<file path="config.mk">
export PLATFORM = sky130hd
export DESIGN_NAME = sorted_multiset_list
export DESIGN_NICKNAME = d
export VERILOG_FILES = /design/src/sml_pkg.sv /design/src/sml_cell.sv /design/src/sorted_multiset_list.sv
export SDC_FILE = /design/constraint.sdc
export NUM_CORES = 2
export LEC_CHECK = 0
export ABC_AREA = 1
export BUFFER_PORTS_ARGS = -buffer_cell sky130_fd_sc_hd__buf_2
export CAP_MARGIN = 20
export CORE_MARGIN = 2
export CORE_UTILIZATION = 50
export CTS_CLUSTER_SIZE = 28
export DETAILED_ROUTE_END_ITERATION = 8
export PLACE_DENSITY_LB_ADDON = 0.05
export SYNTH_ARGS = -nofsm -noshare
export SYNTH_HDL_FRONTEND = slang
export SYNTH_SLANG_ARGS = --single-unit
</file>
<file path="constraint.sdc">
create_clock -name clk -period 4.95 [get_ports clk]
set_input_delay 0.495 -clock clk [delete_from_list [all_inputs] [get_ports clk]]
set_output_delay 0.495 -clock clk [all_outputs]
set_load 0.01 [all_outputs]
</file>
<file path="src/sml_pkg.sv">
// shared constants, codes and types for the sorted multiset list
package sml_pkg;

	localparam int CAPACITY    = 16;
	localparam int VALUE_WIDTH = 32;
	localparam int CNT_W       = $clog2(CAPACITY + 1);
	localparam int CMD_W       = 2;
	localparam int RANK_W      = 4;
	localparam int STATUS_W    = 2;
	localparam int FIELD_W     = 32;
	localparam int COUNT_W     = 5;
	localparam int IN_DATA_W   = ((FIELD_W + RANK_W + 7) / 8) * 8;
	localparam int OUT_DATA_W  = ((COUNT_W + FIELD_W + 7) / 8) * 8;

	typedef enum logic [CMD_W-1:0] {
		CMD_INSERT = 2'd0,
		CMD_DELETE = 2'd1,
		CMD_READ   = 2'd2
	} sml_cmd_t;

	typedef enum logic [STATUS_W-1:0] {
		ST_DONE      = 2'd0,
		ST_NOT_FOUND = 2'd1,
		ST_FULL      = 2'd2,
		ST_RANK      = 2'd3
	} sml_status_t;

	typedef enum logic [1:0] {
		S_IDLE,
		S_COMPARE,
		S_UPDATE
	} sml_state_t;

	typedef struct packed {
		logic cmp_en;
		logic ins_en;
		logic del_en;
	} sml_ctl_t;

endpackage

</file>
<file path="src/sml_cell.sv">
// one slot of the sorted chain: compare against the key, then shift or load
module sml_cell (
	input  logic                                  clk,
	input  sml_pkg::sml_ctl_t                     ctl,
	input  logic signed [sml_pkg::VALUE_WIDTH-1:0] key,
	input  logic                                  valid,
	input  logic                                  prev_lt,
	input  logic signed [sml_pkg::VALUE_WIDTH-1:0] prev_val,
	input  logic signed [sml_pkg::VALUE_WIDTH-1:0] next_val,
	output logic signed [sml_pkg::VALUE_WIDTH-1:0] val,
	output logic                                  lt,
	output logic                                  hit
);
	import sml_pkg::*;

	logic signed [VALUE_WIDTH-1:0] val_q;
	logic                          lt_q;
	logic                          eq_q;
	logic                          at_pos;

	// this slot is the first one not smaller than the key
	assign at_pos = !lt_q && prev_lt;

	always_ff @(posedge clk) begin
		if (ctl.cmp_en) begin
			lt_q <= valid && (val_q < key);
			eq_q <= valid && (val_q == key);
		end
		if (ctl.ins_en && !lt_q) begin
			val_q <= at_pos ? key : prev_val;
		end else if (ctl.del_en && !lt_q) begin
			val_q <= next_val;
		end
	end

	assign val = val_q;
	assign lt  = lt_q;
	assign hit = at_pos && eq_q;

endmodule

</file>
<file path="src/sorted_multiset_list.sv">
// top level of the sorted multiset list: handshake, control and the chain of cells
// Keeps up to CAPACITY signed values in non-decreasing order in a row of cells, one
// value per cell. Each item passes a compare state, where every cell compares its
// value with the key at once, and an update state, where the cells load the key,
// shift toward the tail (insert) or take their right neighbor's value (delete), so
// the time is the same at any fill. A new item is taken in the same cycle that the
// previous result is written to the output register; the update waits while the
// output side stalls. Reads select the cell at the given rank.
module sorted_multiset_list (
	input  logic                               clk,
	input  logic                               arst_n,
	input  logic                               s_axis_tvalid,
	output logic                               s_axis_tready,
	input  logic [sml_pkg::IN_DATA_W-1:0]      s_axis_tdata,  // value, rank
	input  logic [sml_pkg::CMD_W-1:0]          s_axis_tuser,  // cmd
	output logic                               m_axis_tvalid,
	input  logic                               m_axis_tready,
	output logic [sml_pkg::OUT_DATA_W-1:0]     m_axis_tdata,  // count, read_value
	output logic [sml_pkg::STATUS_W-1:0]       m_axis_tuser   // status
);
	import sml_pkg::*;

	sml_state_t state_q, state_d;

	logic [CMD_W-1:0]              cmd_s1;
	logic signed [VALUE_WIDTH-1:0] key_s1;
	logic [RANK_W-1:0]             rank_s1;

	logic [CNT_W-1:0]    held_q;
	logic                out_valid_q;
	logic [STATUS_W-1:0] status_q;
	logic [COUNT_W-1:0]  count_q;
	logic [FIELD_W-1:0]  read_value_q;

	logic                          in_fire;
	logic                          upd_fire;
	logic                          out_free;
	logic                          full;
	logic                          found;
	logic [CNT_W-1:0]              rank_ext;
	logic signed [VALUE_WIDTH-1:0] rd_val;
	logic [STATUS_W-1:0]           status_d;
	logic [CNT_W-1:0]              held_d;
	logic [FIELD_W-1:0]            read_value_d;
	logic signed [FIELD_W-1:0]     in_value;
	sml_ctl_t                      ctl;

	logic signed [VALUE_WIDTH-1:0] cell_val [CAPACITY];
	logic                          cell_lt  [CAPACITY];
	logic [CAPACITY-1:0]           cell_hit;

	assign in_value = s_axis_tdata[FIELD_W-1:0];
	assign out_free = !out_valid_q || m_axis_tready;
	assign full     = held_q >= CNT_W'(CAPACITY);
	assign found    = |cell_hit;
	assign rank_ext = CNT_W'(rank_s1);

	// state register
	always_ff @(posedge clk or negedge arst_n) begin
		if (!arst_n) begin
			state_q <= S_IDLE;
		end else begin
			state_q <= state_d;
		end
	end

	// next state and handshake
	always_comb begin
		state_d       = state_q;
		s_axis_tready = 1'b0;
		upd_fire      = 1'b0;
		unique case (state_q)
			S_IDLE: begin
				s_axis_tready = 1'b1;
				if (s_axis_tvalid) begin
					state_d = S_COMPARE;
				end
			end
			S_COMPARE: begin
				state_d = S_UPDATE;
			end
			S_UPDATE: begin
				if (out_free) begin
					upd_fire      = 1'b1;
					s_axis_tready = 1'b1;
					state_d       = s_axis_tvalid ? S_COMPARE : S_IDLE;
				end
			end
			default: begin
				state_d = S_IDLE;
			end
		endcase
	end

	assign in_fire = s_axis_tvalid && s_axis_tready;

	always_ff @(posedge clk) begin
		if (in_fire) begin
			cmd_s1  <= s_axis_tuser;
			key_s1  <= VALUE_WIDTH'(in_value);
			rank_s1 <= s_axis_tdata[FIELD_W +: RANK_W];
		end
	end

	assign ctl.cmp_en = (state_q == S_COMPARE);
	assign ctl.ins_en = upd_fire && (cmd_s1 == CMD_INSERT) && !full;
	assign ctl.del_en = upd_fire && (cmd_s1 == CMD_DELETE) && found;

	for (genvar i = 0; i < CAPACITY; i++) begin : g_cell
		localparam logic [CNT_W-1:0] IDX = CNT_W'(i);
		logic                          prev_lt;
		logic signed [VALUE_WIDTH-1:0] prev_val;
		logic signed [VALUE_WIDTH-1:0] next_val;

		if (i == 0) begin : g_head
			assign prev_lt  = 1'b1;
			assign prev_val = key_s1;
		end else begin : g_body
			assign prev_lt  = cell_lt[i-1];
			assign prev_val = cell_val[i-1];
		end
		if (i == CAPACITY - 1) begin : g_tail
			assign next_val = cell_val[i];
		end else begin : g_mid
			assign next_val = cell_val[i+1];
		end

		sml_cell u_cell (
			.clk      (clk),
			.ctl      (ctl),
			.key      (key_s1),
			.valid    (IDX < held_q),
			.prev_lt  (prev_lt),
			.prev_val (prev_val),
			.next_val (next_val),
			.val      (cell_val[i]),
			.lt       (cell_lt[i]),
			.hit      (cell_hit[i])
		);
	end

	// read select by rank
	always_comb begin
		rd_val = '0;
		for (int i = 0; i < CAPACITY; i++) begin
			if (CNT_W'(i) == rank_ext) begin
				rd_val = cell_val[i];
			end
		end
	end

	// result of the current item
	always_comb begin
		status_d     = ST_DONE;
		held_d       = held_q;
		read_value_d = '0;
		unique case (cmd_s1)
			CMD_INSERT: begin
				if (full) begin
					status_d = ST_FULL;
				end else begin
					held_d = held_q + CNT_W'(1);
				end
			end
			CMD_DELETE: begin
				if (found) begin
					held_d = held_q - CNT_W'(1);
				end else begin
					status_d = ST_NOT_FOUND;
				end
			end
			CMD_READ: begin
				if (rank_ext < held_q) begin
					read_value_d = FIELD_W'(rd_val);
				end else begin
					status_d = ST_RANK;
				end
			end
			default: begin
				status_d = ST_DONE;
			end
		endcase
	end

	always_ff @(posedge clk or negedge arst_n) begin
		if (!arst_n) begin
			held_q      <= '0;
			out_valid_q <= 1'b0;
		end else begin
			if (upd_fire) begin
				held_q      <= held_d;
				out_valid_q <= 1'b1;
			end else if (m_axis_tready) begin
				out_valid_q <= 1'b0;
			end
		end
	end

	always_ff @(posedge clk) begin
		if (upd_fire) begin
			status_q     <= status_d;
			count_q      <= COUNT_W'(held_d);
			read_value_q <= read_value_d;
		end
	end

	assign m_axis_tvalid = out_valid_q;
	assign m_axis_tuser  = status_q;
	assign m_axis_tdata  = OUT_DATA_W'({read_value_q, count_q});

endmodule
</file>
After elaboration in Yosys (flattened, before gate mapping)
Index checks and enable logic that the tools add are counted.
{ "op_classes": {"add_sub_neg": 2, "order_cmp": 34, "eq_ne": 37, "n_mux": 77, "n_reduce_logical": 140} }
{ "op_table": {"columns": ["operator", "n"], "rows": [
  ["two-way mux 32 bit", 61],
  ["equality test 32 bit", 16],
  ["< comparator 32 bit", 16],
  ["logical AND 1 bit", 99],
  ["< comparator 4 x 5 -> 1 bit, first input constant", 8],
  ["equality test 4 bit, first input constant", 8],
  ["nonzero test 2 bit", 16],
  ["< comparator 3 x 5 -> 1 bit, first input constant", 4],
  ["logical NOT 1 bit", 18],
  ["equality test 3 x 4 -> 1 bit, first input constant", 4],
  ["OR reduction 16 bit", 1],
  ["case mux 2 bit (3 select lines)", 2],
  ["< comparator 1 x 5 -> 1 bit, first input constant", 2],
  ["< comparator 2 x 5 -> 1 bit, first input constant", 2],
  ["two-way mux 5 bit", 2],
  ["case mux 5 bit (2 select lines)", 1],
  ["equality test 2 x 4 -> 1 bit, first input constant", 2],
  ["two-way mux 2 bit", 4],
  ["two-way mux 1 bit", 6],
  ["adder 5 x 1 -> 5 bit, second input constant", 1],
  ["greater-or-equal comparator 5 bit, second input constant", 1],
  ["logical NOT 5 bit", 1],
  ["< comparator 4 x 5 -> 1 bit", 1],
  ["subtractor 5 x 1 -> 5 bit, second input constant", 1],
  ["other kinds (8)", 13]
]} }
{ "word_totals": {"regBits": 629, "inputBits": 46, "output_inout_bits": 44} }

Logic depth before layout (Yosys ltp)
{ "logic_depth": {"word_depth": 17, "ltp_mapped": 14, "mapped_depth_nobuf": 14} }

Modules after synthesis
A second synthesis with hierarchy kept.
{ "unflattened": {"hier_cells": 6497, "area_unflattened_um2": 50125.6} }
{ "by_module_without_submodules": {"columns": ["mod", "instances", "cells_each", "area_each_um2", "seq_area_each_um2"], "rows": [
  ["sml_cell", 16, 328, 2662.6, 1021.0],
  ["sorted_multiset_list", 1, 1249, 7524.7, 2512.4]
]} }

Worst setup path before layout
Ideal clock, no wire load.
{ "synth_timing": {"path_kind": "register -> register", "start": "register g_cell[14].u_cell.lt_q", "end": "register g_cell[0].u_cell.val_q[0], enable pin", "arrival_ns": 2.656, "required_ns": 4.529, "setup_slack_ns": 1.873, "stages_incl_launch_ff": 11, "synth_period_minus_slack_ns": 3.077, "cell_sequence": "edfxtp_1 -> inv_1 -> or2_1 -> o21ai_1 -> inv_1 -> nand4_1 -> nor2_2 -> inv_2 -> a31oi_4 -> buf_2 -> nor2_1"} }
{ "synth_via": {"elab_chain_cells": 7, "word_cells_on_any_way": 9, "classes_between": "reduce/logical (9)"} }
{ "synth_lines": {"columns": ["element", "line_no", "source"], "rows": [
  ["start, declared", "sml_cell.sv:17", "logic lt_q;"],
  ["start signal, assigned", "sml_cell.sv:26", "lt_q <= valid && (val_q < key);"],
  ["logical NOT 1 bit", "sml_cell.sv:22", "assign at_pos = !lt_q && prev_lt;"],
  ["logical AND 1 bit", "sml_cell.sv:22", null],
  ["logical AND 1 bit", "sml_cell.sv:38", "assign hit = at_pos && eq_q;"],
  ["OR reduction 16 bit (*)", "sorted_multiset_list.sv:55", "assign found = |cell_hit;"],
  ["logical AND 1 bit (*)", "sorted_multiset_list.sv:107", "assign ctl.del_en = upd_fire && (cmd_s1 == CMD_DELETE) && found;"],
  ["logical AND 1 bit (*)", "sml_cell.sv:31", "end else if (ctl.del_en && !lt_q) begin"],
  ["nonzero test 2 bit (no line) (*)", null, null],
  ["end signal, assigned", "sml_cell.sv:30", "val_q <= at_pos ? key : prev_val;"],
  ["end signal, assigned", "sml_cell.sv:32", "val_q <= next_val;"],
  ["end, declared", "sml_cell.sv:16", "logic signed [VALUE_WIDTH-1:0] val_q;"]
]} }
Mark *: on every way between the ends. The rest lies on a longest branch, timed or not.
A chain may end at the register's enable or synchronous reset.

Worst setup path in the final report
{ "layout_timing": {"start": "register key_s1[29], in the netlist g_cell[0].prev_val[29]", "end": "register g_cell[5].u_cell.lt_q, data pin"} }
{ "layout_via": {"elab_chain_cells": 2} }
{ "layout_lines": {"columns": ["element", "line_no", "source"], "rows": [
  ["start, declared", "sorted_multiset_list.sv:26", "logic signed [VALUE_WIDTH-1:0] key_s1;"],
  ["start signal, assigned", "sorted_multiset_list.sv:100", "key_s1 <= VALUE_WIDTH'(in_value);"],
  ["< comparator 32 bit", "sml_cell.sv:26", null],
  ["logical AND 1 bit", "sml_cell.sv:26", null],
  ["end signal, assigned", "sml_cell.sv:26", null],
  ["end, declared", "sml_cell.sv:17", null]
]} }
Every way passes these cells.

==> reports/metrics.yaml <==
cts:
  postCtsSetupBuffers: 0
  htree_levels: 3
  cts_hold_buf: 20
  cts_sinks: 629
  cts_tree: "yes"
  cts_root_buffer: "clkbuf_16"
  cts_buffers: 78
  clkSlewWorstSetupHoldPaths_ps: 60
  clock_latency_ps: 650
  cts_resized: 0
  clk_path_buf_depth: 3
global_routing:
  grt_pass1_wl_mm: 226
  grt_pass1_vias: 37400
  antenna_found_initial: 0
  grt_max_degree: 65
  grt_usage_pct: 31.3
  overflow: 0
setup_path:
  crit_path_end_kind: "flop"
  arrival_ps: 4370
  r2r-start: "g_cell[0].prev_val[29]"
  critPathBufInv: 2
  path_cells: "inv_1, ha_1, nand3_1, nor4_1, inv_1, nor4_1, o21ai_0, a21oi_1, nor2_1"
  crit_required_ps: 5350
  path_depth: 9
  worstSetupStartpoint: "g_cell[0].prev_val[29]"
  cp_max_fo: 14
  r2r_end: "g_cell[5].u_cell.lt"
  slowest_stage: "edfxtp_1"
  path_delay_family: "simple AND/OR/NAND/NOR gates"
  crit_type: "flop to flop"
  r2r_setup_slack_ps: 990
  startpoint_type: "flop"
  worst-r2r-cell-count: 9
  crit_end: "g_cell[5].u_cell.lt"
  cpPeakStageDelay_ps: 880
timing:
  setup_tns_ps: 0
  skew_ps: 22.5
  setup_viol: 0
  fmax_mhz: 252
  slew_violations: 0
  finalCriticalPeriod_ps: 3960
  post-route-period-util_pct: 80.0
  tightestPinTransition_ps: 1050
  final_hold_viol_count: 0
  hold_slack_ps: 26.4
  rsz0062_at_grt: "no"
  relSlewSlack_pct: 29.8
layout:
  nFillCells: 8527
  drive_gt1_share_pct: 7.22
  nNetsFinal: 6038
  syn2layout_area_growth_pct: 9.19
  final_util_pct: 55.0
  num_antenna_cells: 0
floorplan:
  core_um2: 91500
  start_util_pct: 50.3
  std_cell_rows: 111
  die_w_um: 308
  fp.dieArea_um2: 94600
  die_h_um: 308
  num_io_pins: 90
detailed_routing:
  drt_iter0_markers: 4516
  vias: 39900
  viasPerCell: 5.94
  wirelength_mm: 150
  drc_errors: 0
  ant_nets: 0
  drt_pass1_iterations: 6
  wl_per_cell_um: 22.3
pwr:
  pwr-share-seq_pct: 42.1
  switchingPower_mw: 5.19
  pwr-share-comb_pct: 22.2
  p_clk_share_pct: 35.7
  p_int_mw: 10.3
  switching_share_pct: 33.5
  powerDensity_nw_per_um2: 308
  vdd_drop_max_v: 0.000303
  p_leak_nw: 21.2
synth:
  synth_area_leaders: "edfxtp_1 40%, ha_1 14%, nand2_1 10%"
  yosys.area.top_type: "edfxtp_1"
  yosys.area.top_type_share_pct: 40.5
  ys_seq_area_share_pct: 40.9
  syn_inst: 5457
  synth-async-reset-ratio_pct: 1.27
  synth_area_um2: 46100
  synthFlopType: "edfxtp_1"
  ys_ff_latch: 629
  synth_edf_count: 621
  synth_cell_type_count: 53
  ys_warn_count: 0
  synth_area_per_cell_um2: 8.44
flow_run:
  maxCapViolCount: 0
status:
  status: "finished clean"
placement:
  port-buffer-count: 82
  dp_hpwl_mm: 118
  gp_congestion: 0.902
worst_hold_path:
  hp-class: "input port to flop"
-- kinds of logic (layout without fill, tap and decap cells) --
| group | Yosys count | in the layout | share of synthesized area [%] |
|---|---|---|---|
| simple gates | 1919 | 1919 | 17.6 |
| compound gates | 1433 | 1433 | 18.3 |
| buf+inv | 923 | 993 | 8.21 |
| flops | 629 | 629 | 40.9 |
| fa+ha+maj | 518 | 518 | 14.1 |
| mux | 33 | 33 | 0.807 |
| other cells | 1 | 3 | 0.00814 |
| xor+xnor | 1 | 1 | 0.0190 |
-- per-layer routing --
metal | GRT usage, % | vias up | share of wire [%]
met1 | 46.1 | 18800 | 46
met5 | 0 | - | 0
li1 | - | 19300 | -
met4 | 11.5 | 0 | 3.7
met2 | 47.4 | 1620 | 43
met3 | 3.45 | 173 | 7.5
-- cells in the mapped netlist (6+ instances only) --
master,instances
nor4_1,26
edfxtp_1,621
a221oi_1,6
o21ai_1,82
inv_2,12
buf_2,64
o21a_1,38
ha_1,518
nand3_1,145
nand2_1,1233
nor3_1,38
o211ai_1,392
clkbuf_1,175
nand4_1,151
buf_6,27
o21bai_1,9
inv_1,634
dfrtp_1,8
mux2_2,22
a31oi_1,9
nor2_2,9
a211oi_1,18
o21ai_0,567
nor2_8,9
a21oi_1,290
buf_4,6
mux2_1,11
nor2_1,287
-- power groups by stage --
stage / logic (mW) / registers [mW] / clock network [mW]
after floorplan: 2.15 / 6.50 / 0
after global placement: 3.25 / 6.61 / 0
after detailed placement: 3.31 / 6.62 / 0
after CTS: 3.35 / 6.51 / 5.58
after global routing: 3.79 / 6.55 / 5.78
final: 3.43 / 6.52 / 5.53
-- registers in the layout, summed over array words and instances, names as in the netlist --
name	count
held_q	5
state_q	2
rank_s1	4
cmd_s1	2
count_q	5
g_cell.u_cell.eq_q	16
g_cell.prev_val	32
m_axis_tuser	2
g_cell.u_cell.val	512
read_value_q	32
m_axis_tvalid	1
g_cell.u_cell.lt	16
-- stage by stage --
step	area (um2)	power, mW	worst slack (ps)	instances
2_1_floorplan	46100	8.65	1870	5459
6_report	50300	15.5	988	6715
5_1_grt	50300	16.1	885	6715
4_1_cts	50200	15.4	1010	6711
3_3_place_gp	47700	9.87	1060	6556
3_5_place_dp	47700	9.93	1010	6556
-- placed cells by master (no fill, tap or decap), types with 4 or more instances in the layout --
cell type,instances
a211oi_1,18
a21oi_1,290
a221oi_1,6
a31oi_1,9
buf_16,4
buf_2,82
buf_4,102
clkbuf_1,17
clkbuf_16,80
clkinv_1,15
clkinv_2,14
dfrtp_1,8
dlygate4sd3_1,20
edfxtp_1,621
ha_1,518
inv_1,632
inv_2,14
mux2_1,11
mux2_2,22
nand2_1,1221
nand2_2,13
nand3_1,145
nand3b_1,4
nand4_1,151
nor2_1,258
nor2_2,15
nor2_4,27
nor2_8,9
nor3_1,38
nor4_1,26
nor4b_1,4
o2111ai_1,4
o211ai_1,392
o21a_1,38
o21ai_0,567
o21ai_1,82
o21bai_1,9
o221ai_1,4
-- worst reg2reg max path: cells and delay by family (launching register included) --
family                   cells  cell delay, ps
AO/OA/AOI/OAI                2             450
AND/OR/NAND/NOR              4            1110
flip-flops                   1             880
buffers and inverters        2             750
adder cells (fa/ha/maj)      1             530
-- layout make-up --
cell class | instances | area, um2 | share of cell area [%]
tap | 1186 | 1480 | 2.95
inverter | 648 | 2430 | 4.84
multi-input combinational | 3907 | 23700 | 47.0
timing repair buffer | 210 | 1530 | 3.03
clock buffer | 98 | 2080 | 4.13
sequential | 629 | 18800 | 37.5
clock inverter | 37 | 270 | 0.537
-- how the worst min path moves through the flow --
stage | startpoint | endpoint | slack [ps] | cells after the start
floorplan | arst_n | held_q[0] | 200 | 0
global placement | arst_n | held_q[2] | 360 | 1
detailed placement | arst_n | held_q[2] | 370 | 1
CTS | s_axis_tdata[32] | rank_s1[0] | 4 | 1
global route | s_axis_tdata[14] | g_cell[0].prev_val[14] | 20 | 1
finish | s_axis_tdata[14] | g_cell[0].prev_val[14] | 30 | 1
Note: power is estimated with default switching activity, not from simulation.
